**src/design/afls_pkg.sv**
```systemverilog
`timescale 1ns / 1ps

package afls_pkg;

   // Fixed field widths of the stream words.
   localparam int SAMPLE_W   = 16;
   localparam int MAG_W      = 16;
   localparam int LEVEL_W    = 17;
   localparam int WEIGHT_W   = 16;
   localparam int OUT_W      = 18;
   localparam int PROD_W     = WEIGHT_W + LEVEL_W;
   localparam int ACC_W      = PROD_W + 2;
   localparam int RAD_W      = 34;
   localparam int FRAC_W     = 16;
   localparam int CSR_ADDR_W = 8;
   localparam int CSR_DATA_W = 16;

   // Square root runs one bit pair per step over a radicand below 2^34.
   localparam int ROOT_STEPS = 17;
   // Four taps plus one trailing add.
   localparam int MAC_STEPS  = 5;

   // Register indexes.
   localparam logic [CSR_ADDR_W-1:0] REG_WEIGHT_OLDEST   = 8'd0;
   localparam logic [CSR_ADDR_W-1:0] REG_WEIGHT_OLDER    = 8'd1;
   localparam logic [CSR_ADDR_W-1:0] REG_WEIGHT_PREVIOUS = 8'd2;
   localparam logic [CSR_ADDR_W-1:0] REG_WEIGHT_NEWEST   = 8'd3;

   // Weight reset values, Q0.16.
   localparam logic [WEIGHT_W-1:0] WEIGHT_OLDEST_RST   = 16'd786;
   localparam logic [WEIGHT_W-1:0] WEIGHT_OLDER_RST    = 16'd7995;
   localparam logic [WEIGHT_W-1:0] WEIGHT_PREVIOUS_RST = 16'd31719;
   localparam logic [WEIGHT_W-1:0] WEIGHT_NEWEST_RST   = 16'd50201;

   // Multiply-accumulate tap codes.
   localparam logic [1:0] TAP_OLDEST   = 2'd0;
   localparam logic [1:0] TAP_OLDER    = 2'd1;
   localparam logic [1:0] TAP_PREVIOUS = 2'd2;
   localparam logic [1:0] TAP_NEWEST   = 2'd3;

   typedef enum logic [2:0] {
      ST_ACCUM,
      ST_DIVIDE,
      ST_ROOT,
      ST_WEIGHT,
      ST_EMIT
   } state_type;

   // Commands from the controller to the datapath.
   typedef struct packed {
      logic       cfg_write;
      logic       sample_en;
      logic       frame_close;
      logic       div_step;
      logic       root_start;
      logic       root_step;
      logic       mac_mul;
      logic       mac_add;
      logic [1:0] mac_tap;
      logic       out_load;
   } cmd_type;

endpackage

```
**src/design/afls_ctrl.sv**
```systemverilog
`timescale 1ns / 1ps

module afls_ctrl #(
   parameter int DIV_STEPS = 27
) (
   input  logic                clock,
   input  logic                reset,
   input  logic                req_tvalid,
   input  logic                req_tlast,
   output logic                req_tready,
   output logic                rsp_tvalid,
   input  logic                rsp_tready,
   input  logic                csr_valid,
   output logic                csr_ready,
   output afls_pkg::cmd_type   cmd
);

   localparam int STEP_W = $clog2(DIV_STEPS);

   afls_pkg::state_type state_ff, state_in;
   logic [STEP_W-1:0]   step_ff, step_in;
   logic                rsp_valid_ff, rsp_valid_in;
   logic                slot_free;

   assign slot_free  = !rsp_valid_ff || rsp_tready;
   assign rsp_tvalid = rsp_valid_ff;
   assign csr_ready  = 1'b1;

   // State, step counter and output valid registers.
   always_ff @(posedge clock) begin
      if (reset) begin
         state_ff     <= afls_pkg::ST_ACCUM;
         step_ff      <= '0;
         rsp_valid_ff <= 1'b0;
      end else begin
         state_ff     <= state_in;
         step_ff      <= step_in;
         rsp_valid_ff <= rsp_valid_in;
      end
   end

   // Next state and datapath commands.
   always_comb begin
      state_in      = state_ff;
      step_in       = step_ff;
      rsp_valid_in  = rsp_tready ? 1'b0 : rsp_valid_ff;
      req_tready    = 1'b0;
      cmd           = '0;
      cmd.cfg_write = csr_valid;
      cmd.mac_tap   = step_ff[1:0];

      case (state_ff)
         afls_pkg::ST_ACCUM: begin
            req_tready = 1'b1;
            if (req_tvalid) begin
               cmd.sample_en = 1'b1;
               if (req_tlast) begin
                  cmd.frame_close = 1'b1;
                  step_in         = '0;
                  state_in        = afls_pkg::ST_DIVIDE;
               end
            end
         end
         afls_pkg::ST_DIVIDE: begin
            cmd.div_step = 1'b1;
            if (step_ff == STEP_W'(DIV_STEPS - 1)) begin
               cmd.root_start = 1'b1;
               step_in        = '0;
               state_in       = afls_pkg::ST_ROOT;
            end else begin
               step_in = step_ff + 1'b1;
            end
         end
         afls_pkg::ST_ROOT: begin
            cmd.root_step = 1'b1;
            if (step_ff == STEP_W'(afls_pkg::ROOT_STEPS - 1)) begin
               step_in  = '0;
               state_in = afls_pkg::ST_WEIGHT;
            end else begin
               step_in = step_ff + 1'b1;
            end
         end
         afls_pkg::ST_WEIGHT: begin
            // Multiply on the first four steps, add the registered product
            // on the last four.
            cmd.mac_mul = (step_ff != STEP_W'(afls_pkg::MAC_STEPS - 1));
            cmd.mac_add = (step_ff != '0);
            if (step_ff == STEP_W'(afls_pkg::MAC_STEPS - 1)) begin
               step_in  = '0;
               state_in = afls_pkg::ST_EMIT;
            end else begin
               step_in = step_ff + 1'b1;
            end
         end
         afls_pkg::ST_EMIT: begin
            if (slot_free) begin
               cmd.out_load = 1'b1;
               rsp_valid_in = 1'b1;
               state_in     = afls_pkg::ST_ACCUM;
            end
         end
         default: begin
            state_in = afls_pkg::ST_ACCUM;
         end
      endcase
   end

endmodule

```
**src/design/afls_datapath.sv**
```systemverilog
`timescale 1ns / 1ps

module afls_datapath #(
   parameter int MAX_FRAME = 1024
) (
   input  logic                                   clock,
   input  logic                                   reset,
   input  afls_pkg::cmd_type                      cmd,
   input  logic signed [afls_pkg::SAMPLE_W-1:0]   sample,
   input  logic [afls_pkg::CSR_ADDR_W-1:0]        csr_index,
   input  logic [afls_pkg::CSR_DATA_W-1:0]        csr_wdata,
   output logic [afls_pkg::OUT_W-1:0]             smoothed_level
);

   localparam int CNT_W = $clog2(MAX_FRAME + 1);
   localparam int SUM_W = CNT_W + 15;
   localparam int NUM_W = SUM_W + 1;

   // Weight registers.
   logic [afls_pkg::WEIGHT_W-1:0] w_oldest_ff, w_older_ff, w_previous_ff, w_newest_ff;
   // Frame accumulator.
   logic [SUM_W-1:0]              sum_ff, sum_in;
   logic [CNT_W-1:0]              count_ff, count_in;
   logic [afls_pkg::MAG_W-1:0]    mag;
   // Divider.
   logic [NUM_W-1:0]              num_ff;
   logic [CNT_W-1:0]              den_ff, rem_ff, rem_in;
   logic [afls_pkg::LEVEL_W-1:0]  quo_ff, quo_in;
   logic [CNT_W:0]                trial;
   logic                          trial_ge;
   // Square root.
   logic [afls_pkg::RAD_W-1:0]    rad_ff, root_ff, bit_ff;
   logic [afls_pkg::RAD_W-1:0]    root_trial;
   // Level history and weighted sum.
   logic [afls_pkg::LEVEL_W-1:0]  hist0_ff, hist1_ff, hist2_ff;
   logic [afls_pkg::LEVEL_W-1:0]  level;
   logic [afls_pkg::WEIGHT_W-1:0] w_sel;
   logic [afls_pkg::LEVEL_W-1:0]  h_sel;
   logic [afls_pkg::PROD_W-1:0]   prod_ff;
   logic [afls_pkg::ACC_W-1:0]    acc_ff;
   logic [afls_pkg::OUT_W-1:0]    out_ff;

   assign level          = root_ff[afls_pkg::LEVEL_W-1:0];
   assign smoothed_level = out_ff;

   // Configuration writes; indexes beyond the list are dropped.
   always_ff @(posedge clock) begin
      if (reset) begin
         w_oldest_ff   <= afls_pkg::WEIGHT_OLDEST_RST;
         w_older_ff    <= afls_pkg::WEIGHT_OLDER_RST;
         w_previous_ff <= afls_pkg::WEIGHT_PREVIOUS_RST;
         w_newest_ff   <= afls_pkg::WEIGHT_NEWEST_RST;
      end else if (cmd.cfg_write) begin
         case (csr_index)
            afls_pkg::REG_WEIGHT_OLDEST:   w_oldest_ff   <= csr_wdata;
            afls_pkg::REG_WEIGHT_OLDER:    w_older_ff    <= csr_wdata;
            afls_pkg::REG_WEIGHT_PREVIOUS: w_previous_ff <= csr_wdata;
            afls_pkg::REG_WEIGHT_NEWEST:   w_newest_ff   <= csr_wdata;
            default: ;
         endcase
      end
   end

   // Magnitude of the sample; the most negative value maps to 32768.
   assign mag = sample[afls_pkg::SAMPLE_W-1] ? (~sample + 1'b1) : sample;

   // Samples past a full count are ignored until the frame closes.
   always_comb begin
      sum_in   = sum_ff;
      count_in = count_ff;
      if (count_ff < CNT_W'(MAX_FRAME)) begin
         sum_in   = sum_ff + SUM_W'(mag);
         count_in = count_ff + 1'b1;
      end
   end

   always_ff @(posedge clock) begin
      if (reset) begin
         sum_ff   <= '0;
         count_ff <= '0;
      end else if (cmd.frame_close) begin
         sum_ff   <= '0;
         count_ff <= '0;
      end else if (cmd.sample_en) begin
         sum_ff   <= sum_in;
         count_ff <= count_in;
      end
   end

   // Restoring divider: one quotient bit per step of twice the sum by
   // the count. The quotient never exceeds 65536, so 17 bits hold it.
   assign trial    = {rem_ff, num_ff[NUM_W-1]};
   assign trial_ge = (trial >= {1'b0, den_ff});
   assign rem_in   = trial_ge ? CNT_W'(trial - {1'b0, den_ff}) : trial[CNT_W-1:0];
   assign quo_in   = {quo_ff[afls_pkg::LEVEL_W-2:0], trial_ge};

   always_ff @(posedge clock) begin
      if (cmd.frame_close) begin
         num_ff <= {sum_in, 1'b0};
         den_ff <= count_in;
         rem_ff <= '0;
         quo_ff <= '0;
      end else if (cmd.div_step) begin
         num_ff <= {num_ff[NUM_W-2:0], 1'b0};
         rem_ff <= rem_in;
         quo_ff <= quo_in;
      end
   end

   // Bit-pair square root of the quotient, twice the mean magnitude, scaled by 2^16.
   assign root_trial = root_ff + bit_ff;

   always_ff @(posedge clock) begin
      if (cmd.root_start) begin
         rad_ff  <= {1'b0, quo_in, afls_pkg::FRAC_W'(0)};
         root_ff <= '0;
         bit_ff  <= afls_pkg::RAD_W'(1) << 32;
      end else if (cmd.root_step) begin
         if (rad_ff >= root_trial) begin
            rad_ff  <= rad_ff - root_trial;
            root_ff <= (root_ff >> 1) + bit_ff;
         end else begin
            root_ff <= root_ff >> 1;
         end
         bit_ff <= bit_ff >> 2;
      end
   end

   // Tap selection for the weighted sum.
   always_comb begin
      case (cmd.mac_tap)
         afls_pkg::TAP_OLDEST: begin
            w_sel = w_oldest_ff;
            h_sel = hist0_ff;
         end
         afls_pkg::TAP_OLDER: begin
            w_sel = w_older_ff;
            h_sel = hist1_ff;
         end
         afls_pkg::TAP_PREVIOUS: begin
            w_sel = w_previous_ff;
            h_sel = hist2_ff;
         end
         default: begin
            w_sel = w_newest_ff;
            h_sel = level;
         end
      endcase
   end

   // One multiply per step into a product register, then accumulate.
   always_ff @(posedge clock) begin
      if (cmd.mac_mul) begin
         prod_ff <= afls_pkg::PROD_W'(w_sel) * afls_pkg::PROD_W'(h_sel);
      end
      if (cmd.frame_close) begin
         acc_ff <= '0;
      end else if (cmd.mac_add) begin
         acc_ff <= acc_ff + afls_pkg::ACC_W'(prod_ff);
      end
   end

   // Output word and level history update.
   always_ff @(posedge clock) begin
      if (cmd.out_load) begin
         out_ff <= acc_ff[afls_pkg::FRAC_W +: afls_pkg::OUT_W];
      end
   end

   always_ff @(posedge clock) begin
      if (reset) begin
         hist0_ff <= '0;
         hist1_ff <= '0;
         hist2_ff <= '0;
      end else if (cmd.out_load) begin
         hist0_ff <= hist1_ff;
         hist1_ff <= hist2_ff;
         hist2_ff <= level;
      end
   end

endmodule

```
**src/design/audio_frame_level_smoother_unit.sv**
```systemverilog
`timescale 1ns / 1ps
// Channel | Ports          | Word contents (low bit first)
// req     | req_t*         | tdata: sample[15:0]; tlast: frame_end
// rsp     | rsp_t*         | tdata: smoothed_level[17:0], zero padded to 24 bits
// csr     | csr_*          | csr_index: register index; csr_wdata: weight
//
// Samples are taken one per cycle while a frame accumulates.
// After the closing word come CNT_W + 16 divider steps (27 at MAX_FRAME 1024), 17 root
// steps and 5 multiply-accumulate steps, then the output register is loaded.
// Reset clears the accumulator, level history and output valid and restores weights.
// A result waiting on rsp does not block new samples; only the next frame's load
// waits for the output register to drain.

module audio_frame_level_smoother_unit #(
   parameter int MAX_FRAME = 1024
) (
   input  logic        clock,
   input  logic        reset,
   input  logic        req_tvalid,
   output logic        req_tready,
   input  logic [15:0] req_tdata,   // sample[15:0]
   input  logic        req_tlast,   // frame_end
   output logic        rsp_tvalid,
   input  logic        rsp_tready,
   output logic [23:0] rsp_tdata,   // smoothed_level[17:0], zeros above
   input  logic        csr_valid,
   output logic        csr_ready,
   input  logic [7:0]  csr_index,
   input  logic [15:0] csr_wdata
);

   localparam int CNT_W     = $clog2(MAX_FRAME + 1);
   localparam int DIV_STEPS = CNT_W + 16;

   afls_pkg::cmd_type            cmd;
   logic [afls_pkg::OUT_W-1:0]   smoothed_level;

   afls_ctrl #(
      .DIV_STEPS (DIV_STEPS)
   ) u_ctrl (
      .clock      (clock),
      .reset      (reset),
      .req_tvalid (req_tvalid),
      .req_tlast  (req_tlast),
      .req_tready (req_tready),
      .rsp_tvalid (rsp_tvalid),
      .rsp_tready (rsp_tready),
      .csr_valid  (csr_valid),
      .csr_ready  (csr_ready),
      .cmd        (cmd)
   );

   afls_datapath #(
      .MAX_FRAME (MAX_FRAME)
   ) u_datapath (
      .clock          (clock),
      .reset          (reset),
      .cmd            (cmd),
      .sample         (req_tdata),
      .csr_index      (csr_index),
      .csr_wdata      (csr_wdata),
      .smoothed_level (smoothed_level)
   );

   assign rsp_tdata = {6'b0, smoothed_level};

   // A closing word stops intake until the result is loaded.
   a_close_blocks: assert property (@(posedge clock) disable iff (reset)
      req_tvalid && req_tready && req_tlast |=> !req_tready)
      else $error("input still taken after frame close");

   // The output register is only loaded when its previous word has left.
   a_load_free: assert property (@(posedge clock) disable iff (reset)
      cmd.out_load |-> (!rsp_tvalid || rsp_tready))
      else $error("output word overwritten");

   // Datapath phases never overlap.
   a_phase_excl: assert property (@(posedge clock) disable iff (reset)
      $onehot0({cmd.sample_en, cmd.div_step, cmd.root_step,
                cmd.mac_mul || cmd.mac_add, cmd.out_load}))
      else $error("overlapping datapath commands");

   // A loaded result is presented in the next cycle.
   a_load_valid: assert property (@(posedge clock) disable iff (reset)
      cmd.out_load |=> rsp_tvalid)
      else $error("loaded result not presented");

endmodule

```
**config.mk**
```make
export PLATFORM = sky130hd
export DESIGN_NAME = audio_frame_level_smoother_unit
export DESIGN_NICKNAME = d
export VERILOG_FILES = /design/src/design/afls_pkg.sv /design/src/design/afls_ctrl.sv /design/src/design/afls_datapath.sv /design/src/design/audio_frame_level_smoother_unit.sv
export SDC_FILE = /design/constraint.sdc
export NUM_CORES = 2
export LEC_CHECK = 0
export BUFFER_PORTS_ARGS = -buffer_cell sky130_fd_sc_hd__buf_2
export CORE_ASPECT_RATIO = 0.7
export CORE_UTILIZATION = 49
export CTS_BUF_LIST = sky130_fd_sc_hd__clkbuf_4
export CTS_CLUSTER_SIZE = 25
export DETAILED_ROUTE_END_ITERATION = 8
export SETUP_SLACK_MARGIN = 0.1
export SLEW_MARGIN = 20
export SYNTH_ARGS = -nofsm -noshare
export SYNTH_HDL_FRONTEND = slang
export SYNTH_HIERARCHICAL = 1
export SYNTH_SLANG_ARGS = --single-unit
export TNS_END_PERCENT = 1
```
**constraint.sdc**
```tcl
create_clock -name clock -period 9.2 [get_ports clock]
set_input_delay 1.38 -clock clock [delete_from_list [all_inputs] [get_ports clock]]
set_output_delay 1.38 -clock clock [all_outputs]
set_load 0.05 [all_outputs]
```
==> flow_metrics.py <==
metrics = {
    "clock_network": {
        "cts_hold_buf": 0,
        "cts_root_buf": "clkbuf_4",
        "clock_latency_ns": 0.89,
        "clkTransAtPathRegs_ns": 0.06,
        "clk_path_buf_depth": 3,
        "post_cts_buffers": 0,
        "numCtsBuffers": 103,
        "cts_num_sinks": 395,
        "cts_tree": "done",
        "cts-htree-levels": 3,
        "post_cts_resized": 0,
    },
    "setup_path": {
        "cp_common_cell": "fa_1",
        "r2r_slack_ns": 1.20,
        "worst_path_max_delay_cell": "dfxtp_2",
        "worstSetupStartpoint": "u_ctrl/step_ff[0]$_SDFFE_PP0P_",
        "critPathMaxStageDelay_ns": 0.71,
        "crit_path_start_kind": "register",
        "crit_required_ns": 9.78,
        "endpoint": "u_datapath/prod_ff[30]$_DFFE_PP_",
        "path_max_fanout": 20,
        "crit_arrival_ns": 8.58,
        "r2r-start": "u_ctrl/step_ff[0]$_SDFFE_PP0P_",
        "crit_type": "register to register",
        "end_kind": "register",
        "r2r_end": "u_datapath/prod_ff[30]$_DFFE_PP_",
        "worstRegToRegCells": 25,
    },
    "route": {
        "antenna_left": 0,
        "drc_errors": 0,
        "num_vias": 25300,
        "routed_wl_mm": 81.9,
        "highest_layer": "met4",
        "vias_per_cell": 5.54,
        "met1Wirelength_mm": 42.2,
        "firstDrtPassIters": 7,
        "drtIter0Drc": 1836,
        "met3_length_mm": 5.26,
        "wl_per_cell_microns": 18.0,
        "wl_met2_mm": 33.3,
    },
    "run_status": {
        "outcome": "finished, final reports clean",
    },
    "sta": {
        "worst_slew_pin_slew_ns": 1.07,
        "final-hold-violation-count": 0,
        "tns_ns": 0,
        "skew_ns": 0.0681,
        "min_period_ns": 8.00,
        "rsz0062_at_grt": "false",
        "setup_viol_count_final": 0,
        "slew_headroom": 0.284,
        "whs_ns": 0.452,
        "clock.fmax_mhz": 125,
        "period_share": 0.870,
        "maxSlewViolCount": 0,
    },
    "yosys": {
        "async_reset_ff_frac": 0,
        "netlist_area_sq_um": 32000,
        "syn_avg_cell_area_sq_um": 8.93,
        "synth_flop_cell": "dfxtp_1",
        "synthDistinctLibCells": 105,
        "synth_edf_count": 105,
        "ys_seq_elements": 395,
        "synth_seq_area_share": 0.280,
        "synth_cells": 3585,
        "ys_warn_count": 6,
    },
    "grt": {
        "grt_pass1_vias": 24700,
        "grt_pass1_wl_mm": 133,
        "antenna_found_initial": 1,
        "grt-ovfl-total": 0,
        "globalRouteTotalUtil": 0.249,
        "grt_max_degree": 104,
    },
    "die": {
        "core.rowCount": 77,
        "start_util": 0.501,
        "die-area_sq_um": 66400,
        "ioPinCount": 73,
        "die_w_microns": 307,
        "fp.dieH_microns": 216,
        "core_area_sq_um": 63900,
    },
    "final_layout": {
        "nFillCells": 5909,
        "drive_gt1_frac": 0.0975,
        "final_area_sq_um": 34300,
        "syn2layout_area_growth_pct": 7.08,
        "fin_util": 0.537,
        "layout.nets": 4111,
    },
    "place": {
        "io_buffer_count": 65,
        "post-dp-hpwl_mm": 60.0,
        "placed_area_sq_um": 33000,
        "globalplace.congestion": 0.939,
    },
    "power_and_ir_drop": {
        "ir_drop_mv": 0.0843,
        "power_leakage_nw": 14.5,
        "power_density_nw_per_um2": 126,
        "p_total_mw": 4.33,
    },
    "worst_hold_path": {
        "hold_path.class": "register to register",
    },
    "run": {
        "max-cap-violations": 0,
    },
}
[synthesized netlist by cell type, types with 16 or more instances]
| library cell | n | share of area |
|---|---|---|
| nand2_1 | 407 | 0.048 |
| nor2_1 | 391 | 0.046 |
| inv_1 | 321 | 0.038 |
| dfxtp_1 | 290 | 0.18 |
| ha_1 | 240 | 0.094 |
| fa_1 | 212 | 0.13 |
| a21oi_1 | 195 | 0.030 |
| mux2i_1 | 156 | 0.049 |
| clkbuf_1 | 113 | 0.013 |
| edfxtp_1 | 105 | 0.099 |
| xnor2_1 | 100 | 0.027 |
| o21ai_0 | 97 | 0.015 |
| xor2_1 | 95 | 0.026 |
| nand3_1 | 67 | 0.010 |
| and2_1 | 56 | 0.011 |
| a21o_1 | 51 | 0.012 |
| nor2b_1 | 50 | 0.0098 |
| nor3_1 | 49 | 0.0077 |
| a211oi_1 | 43 | 0.010 |
| a31oi_1 | 31 | 0.0061 |
| nand4_1 | 30 | 0.0059 |
| o21bai_1 | 29 | 0.0068 |
| buf_1 | 28 | 0.0033 |
| o31ai_1 | 28 | 0.0066 |
| a211o_1 | 25 | 0.0068 |
| nand2b_1 | 24 | 0.0047 |
| mux4_2 | 23 | 0.016 |
| o21a_1 | 22 | 0.0052 |
| buf_2 | 21 | 0.0033 |
| and3_1 | 17 | 0.0033 |
| buf_4 | 16 | 0.0038 |
| nand3b_1 | 16 | 0.0038 |
| or3_1 | 16 | 0.0031 |
[layout by cell type, fill, tap and decap left out, types with 28 or more instances in the layout]
master,netlist,routed
a211oi_1,43,43
a21o_1,51,51
a21oi_1,195,195
a31oi_1,31,31
and2_1,56,56
buf_2,21,64
buf_4,16,33
clkbuf_4,0,154
dfxtp_1,290,288
edfxtp_1,105,105
fa_1,212,212
ha_1,240,240
inv_1,321,321
mux2i_1,156,156
nand2_1,407,407
nand3_1,67,67
nand4_1,30,30
nor2_1,391,386
nor2b_1,50,49
nor3_1,49,48
o21ai_0,97,94
o21bai_1,29,29
o31ai_1,28,28
xnor2_1,100,100
xor2_1,95,95
[report_power, final]
| part | internal, mW | leakage (nW) | switching (mW) |
|---|---|---|---|
| combinational | 0.342 | 10.5 | 0.517 |
| clock | 0.788 | 0.775 | 0.738 |
| sequential | 1.87 | 3.25 | 0.0773 |
[layout make-up]
| class | instances | area [sq um] | share of cell area |
|---|---|---|---|
| clock inverters | 29 | 143 | 0.00416 |
| multi-input cells | 2694 | 21100 | 0.617 |
| clock buffers | 154 | 1160 | 0.0337 |
| inverters | 322 | 1210 | 0.0353 |
| diodes | 2 | 5.00 | 0.000146 |
| flip-flops and latches | 395 | 8960 | 0.261 |
| well taps | 869 | 1090 | 0.0317 |
| repair buffers | 97 | 568 | 0.0166 |
[per-stage QoR]
| step | cells | setup slack, ns |
|---|---|---|
| after floorplan | 3590 | 1.57 |
| after global placement | 4377 | 1.29 |
| after detailed placement | 4377 | 1.18 |
| after CTS | 4560 | 1.19 |
| after global routing | 4561 | 0.712 |
| final | 4562 | 1.20 |
[critical path: cells and delay by family, from the launching register on]
| family | cells | cell delay [ns] |
|---|---|---|
| muxes | 1 | 0.21 |
| xor gates and xnor gates | 1 | 0.08 |
| and+or+nand+nor | 3 | 0.40 |
| adders and majority gates | 7 | 3.51 |
| buffers and inverters | 5 | 0.60 |
| AOI/OAI and AO/OA | 8 | 2.24 |
| DFF | 1 | 0.71 |
[flip-flops by register name (all words and copies together) (netlist names), 17 cells and up]
name                       cells
u_datapath/hist0_ff           17
u_datapath/num_ff             26
u_datapath/prod_ff            33
u_datapath/rad_ff             34
u_datapath/root_ff            34
u_datapath/smoothed_level     18
u_datapath/hist2_ff           17
u_datapath/hist1_ff           17
u_datapath/sum_ff             26
u_datapath/acc_ff             34
u_datapath/bit_ff             17
[worst min-delay path by stage]
stage	start	end	slack (ns)	cells after the start
global route	u_datapath/w_newest_ff[6]$_SDFFE_PP0P_	u_datapath/w_newest_ff[6]$_SDFFE_PP0P_	0.47	2
global placement	u_datapath/w_older_ff[6]$_SDFFE_PP0P_	u_datapath/w_older_ff[6]$_SDFFE_PP0P_	0.44	2
detailed placement	u_datapath/w_older_ff[13]$_SDFFE_PP0P_	u_datapath/w_older_ff[13]$_SDFFE_PP0P_	0.45	2
floorplan	u_datapath/acc_ff[28]$_SDFFE_PP0P_	u_datapath/smoothed_level[12]$_DFFE_PP_	0.43	0
finish	u_datapath/w_newest_ff[7]$_SDFFE_PP0P_	u_datapath/w_newest_ff[7]$_SDFFE_PP0P_	0.45	2
CTS	u_datapath/w_older_ff[13]$_SDFFE_PP0P_	u_datapath/w_older_ff[13]$_SDFFE_PP0P_	0.45	2
[layer usage]
layer / vias to the layer above / GRT usage
met3: 106 / 0.0449
li1: 12400 / -
met1: 12100 / 0.385
met5: - / 0
met2: 714 / 0.355
met4: 0 / 0.0582
[cells by family (layout without fill, tap and decap cells)]
group	count (synthesis)	after routing	share of synthesized area
AOI/OAI and AO/OA	652	652	0.137
xor gates and xnor gates	195	195	0.0534
adders and majority gates	452	452	0.226
buffers and inverters	501	602	0.0617
DFF	395	395	0.280
muxes	193	193	0.0699
other	2	9	0.000235
and+or+nand+nor	1195	1195	0.172
Note: power is estimated with default switching activity, not from simulation.
